<file path="src/sv/dpyr_pkg.sv">
// types and constants shared by the downsampling pyramid modules
`timescale 1ns / 1ps

package dpyr_pkg;

  localparam int VAL_W     = 24;
  localparam int IDX_W     = 6;
  localparam int LVL_W     = 5;
  localparam int CFG_IDX_W = 1;
  localparam int CFG_W     = 5;

  typedef logic signed [VAL_W-1:0] val_t;

  localparam val_t VAL_MAX = val_t'(24'sh7FFFFF);
  localparam val_t VAL_MIN = val_t'(24'sh800000);

  // configuration register indexes
  localparam logic [CFG_IDX_W-1:0] REG_COMBINE_MODE  = 1'b0;
  localparam logic [CFG_IDX_W-1:0] REG_LEVELS_IN_USE = 1'b1;

  // combine modes
  localparam logic MODE_AVG = 1'b0;
  localparam logic MODE_MAX = 1'b1;

  typedef struct packed {
    logic mode;
    val_t held;
    val_t value;
    val_t cur_min;
    val_t cur_max;
  } alu_in_t;

  typedef struct packed {
    val_t combined;
    val_t new_min;
    val_t new_max;
  } alu_out_t;

endpackage

</file>
<file path="src/sv/dpyr_alu.sv">
// shared combine and running min/max unit, used once per level step
`timescale 1ns / 1ps

module dpyr_alu (
  input  dpyr_pkg::alu_in_t  op_i,
  output dpyr_pkg::alu_out_t res_o
);
  import dpyr_pkg::*;

  logic signed [VAL_W:0] sum;
  val_t                  avg;
  val_t                  larger;

  // floor of the pair average: arithmetic shift of the 25-bit sum
  assign sum    = {op_i.held[VAL_W-1], op_i.held} + {op_i.value[VAL_W-1], op_i.value};
  assign avg    = sum[VAL_W:1];
  assign larger = (op_i.held > op_i.value) ? op_i.held : op_i.value;

  always_comb begin
    res_o.combined = (op_i.mode == MODE_MAX) ? larger : avg;
    res_o.new_min  = (op_i.value < op_i.cur_min) ? op_i.value : op_i.cur_min;
    res_o.new_max  = (op_i.value > op_i.cur_max) ? op_i.value : op_i.cur_max;
  end

endmodule

</file>
<file path="config.mk">
export PLATFORM = sky130hd
export DESIGN_NAME = dpyr_alu
export DESIGN_NICKNAME = d
export VERILOG_FILES = /design/src/sv/dpyr_pkg.sv /design/src/sv/dpyr_alu.sv
export SDC_FILE = /design/constraint.sdc
export NUM_CORES = 1
export LEC_CHECK = 0
export ABC_AREA = 1
export BUFFER_PORTS_ARGS = -buffer_cell sky130_fd_sc_hd__buf_4
export CAP_MARGIN = 15
export CORE_ASPECT_RATIO = 1.4
export CORE_MARGIN = 2
export CORE_UTILIZATION = 40
export DETAILED_ROUTE_END_ITERATION = 10
export PLACE_DENSITY = 0.66
export SLEW_MARGIN = 30
export SYNTH_ARGS = -nofsm -noshare
export SYNTH_HDL_FRONTEND = slang
export SYNTH_SLANG_ARGS = --single-unit
</file>
<file path="constraint.sdc">
create_clock -name vclk -period 2.65
set_input_delay 0 -clock vclk [all_inputs]
set_output_delay 0 -clock vclk [all_outputs]
set_load 0.1 [all_outputs]
</file>
## After elaboration in Yosys (flattened, before gate mapping)

Index checks and enable logic that the tools add are counted.

| storage, ports and cells | value |
|---|---|
| bits in registers | 0 |
| bits of input ports | 97 |
| output and inout port bits | 72 |
| logic and storage cells | 8 |

| cells by class | value |
|---|---|
| add/sub/neg operators | 1 |
| order comparisons | 3 |
| mux-type cells | 4 |

Operators by type and width:

| operator | count |
|---|---|
| 2-to-1 mux 24 bit | 4 |
| > comparator 24 bit | 2 |
| adder 24 x 24 -> 25 bit | 1 |
| less-than comparator 24 bit | 1 |

## Logic depth before layout (Yosys ltp)

| logic depth | value |
|---|---|
| depth in word-level cells | 3 |
| mapped depth | 17 |
| gate-level depth less buffers | 16 |

## Least setup slack after synthesis

OpenSTA, ideal clock, no wires.

| path | value |
|---|---|
| path type | in2out |
| start | input port op_i[48] (netlist name) |
| end | output port res_o[61] (netlist name) |
| arrival time | 2.057 ns |
| data required time | 2.650 ns |
| slack | 0.593 ns |
| stages on the path | 12 |
| buffers on the path | 0 |
| path through | ha_1 > fa_1 > nand3_1 > and2_1 > o21ai_1 > nand2_1 > nand2_1 > nand3_1 > nand2_1 > nand2_1 > nand3_1 > nand2_1 |

RTL lines:

| item | line | text |
|---|---|---|
| start: declaration | dpyr_alu.sv:5 | `input dpyr_pkg::alu_in_t op_i,` |
| end: declaration | dpyr_alu.sv:6 | `output dpyr_pkg::alu_out_t res_o` |

==> impl_results.md <==
* Initial antenna violation count at 0
* Die Width at 97.3 um
* Startpoint Class: input pin
* Final Util at 52.8%
* Via-to-Cell Ratio at 5.06
* Final wirelength at 17.7 mm
* Gate Count Post-Synth at 917
* Commonest non-fill, non-tap cell in the layout: nand2_1
* CP Launch Point: op_i[57]
* Detailed Route Iter0 Violations at 317
* Largest area contributor in the netlist: ha_1
* Hold Path Cell Cnt at 4
* Period utilization at 86.2%
* Final Hold Violating Endpoints at 0
* Min-Delay Path Class: input pin to primary output
* Register Area at 0 um2
* Crit path time final at 2.28 ns
* Area of the core at 0.0119 mm2
* CP Data Arrival Time at 2.28 ns
* Max transition margin at 66.4%
* Total negative slack at 0 ns
* Worst-path maximum fanout at 15
* Yosys cell types at 31
* Post_cts resized at 0
* WS Path Type: input pin to primary output
* First drt pass iteration count at 5
* First-pass GRT wire length at 28.1 mm
* Setup crit end: res_o[69]
* Final setup fails at 0
* Die height at 135 um
* Maximum vdd drop at 0.450 mV
* # Post-CTS Setup Buffers at 0
* Commonest cells after routing, fill and taps aside: 258 x nand2_1, 180 x buf_4, 166 x inv_1
* Pleak at 3.84 nW
* Share of layout cells above drive strength 1 at 20.3%
* Worst Tran Pin Value at 0.498 ns
* Ant. Diodes at 0
* Yosys warning total at 0
* Number of nets with antenna violations after routing at 0
* Die area at 0.0131 mm2
* Total power at 0.00290 W
* Status: completed
* GR Util All Layers at 25.5%
* Remaining Overflow, GRT at 0
* Clock buf count at 0
* Fillers at 1,368
* Pwr dens at 463 mW/mm2
* I/O pin cnt at 169
* Final nets at 1,269
* WP data required at 2.65 ns
* Syn avg cell area at 5.31 um2
* Register area share after synthesis at 0%
* Area added between synthesis and finish at 28.8%
* Post-route cell area at 0.00627 mm2
* Largest net degree at the start of global routing at 26
* Main area contributors after synthesis: ha_1 24%, nand2_1 20%, nand3_1 15%
* Drt drc at 0
* Fmax at 438 MHz
* Starting Density at 41.0%
* Wirelength per Cell at 14.5 um
* Sequential cells at 0
* Row Count at 47
* Placer Congestion at 0.988
* Vias in the first global route at 5,756
* Mapped cell area at 0.00487 mm2
* CP Capture Type: primary output
* Post-Syn Nets at 1,110
* Final Slew Violations at 0
* Hold_ws at 0.429 ns
* DP Area at 0.00627 mm2
* RSZ-0062 raised after global routing: no
* Hold_buf cts at 0
* Post-DP HPWL at 14.9 mm
* DR vias at 6,173
* Max Cap Viol at 0
* Number of port buffers at 169
* Yosys top cell area share at 24.4%
-- stage by stage --
step	setup slack, ns	std cells
5_1_grt	0.175	1221
3_3_place_gp	0.397	1221
6_report	0.367	1221
4_1_cts	0.371	1221
3_5_place_dp	0.373	1221
2_1_floorplan	0.593	917
-- worst max-delay path, cell delays in order --
cell,delay (ns)
buf_4,0.09
inv_1,0.09
ha_1,0.42
inv_2,0.04
nor3_1,0.27
nand2_1,0.14
nor2_1,0.10
nand2_1,0.09
nand3_1,0.09
nand2_1,0.07
nand2_2,0.23
buf_12,0.18
nand3_1,0.08
nand3_1,0.09
nand2_1,0.06
buf_4,0.23
-- cell families after synthesis --
| family | count (synthesis) | share of synthesized area (%) |
|---|---|---|
| AND/OR/NAND/NOR | 529 | 47.9 |
| buffers and inverters | 195 | 16.3 |
| adder cells (fa/ha/maj) | 96 | 24.8 |
| AO/OA/AOI/OAI | 94 | 10.4 |
| XOR/XNOR | 3 | 0.540 |
-- metal layers --
layer | vias up | global-route usage, % | share of wire, % | wire length [um]
met5 | - | 0 | 0 | 0
met4 | 0 | 4.78 | 2.1 | 374
met3 | 22 | 0.932 | 4.1 | 723
met2 | 181 | 49.3 | 52 | 9160
met1 | 2722 | 31.6 | 42 | 7400
li1 | 3248 | - | - | -
-- final cells by class --
type	instances	area [um2]	share of cell area, %
tap	147	184	2.93
inverter	171	642	10.2
timing repair buffer	181	1370	21.9
multi-input combinational	722	4080	65.0
-- report_power, final --
group	switching [W]	internal, W
Sequential	0	0
Clock	0	0
Combinational	0.00221	0.000694
Total	0.00221	0.000694
-- worst min path at each step --
stage | startpoint | end | slack (ns)
CTS | op_i[33] | res_o[33] | 0.43
finish | op_i[33] | res_o[33] | 0.43
detailed placement | op_i[33] | res_o[33] | 0.43
floorplan | op_i[27] | res_o[27] | 0.57
global placement | op_i[1] | res_o[1] | 0.43
global route | op_i[18] | res_o[18] | 0.44
-- synthesized netlist by cell type, types with 5 or more instances --
| master | number |
|---|---|
| nand4_1 | 13 |
| o21ai_0 | 24 |
| inv_2 | 5 |
| nor2_1 | 66 |
| buf_2 | 10 |
| buf_4 | 5 |
| nand2_1 | 258 |
| o21bai_1 | 5 |
| nor3_1 | 6 |
| nand2_2 | 23 |
| a21oi_1 | 51 |
| clkbuf_1 | 7 |
| nand3_1 | 147 |
| inv_1 | 166 |
| o21ai_1 | 5 |
| ha_1 | 95 |
(Power assumes the default switching activity.)
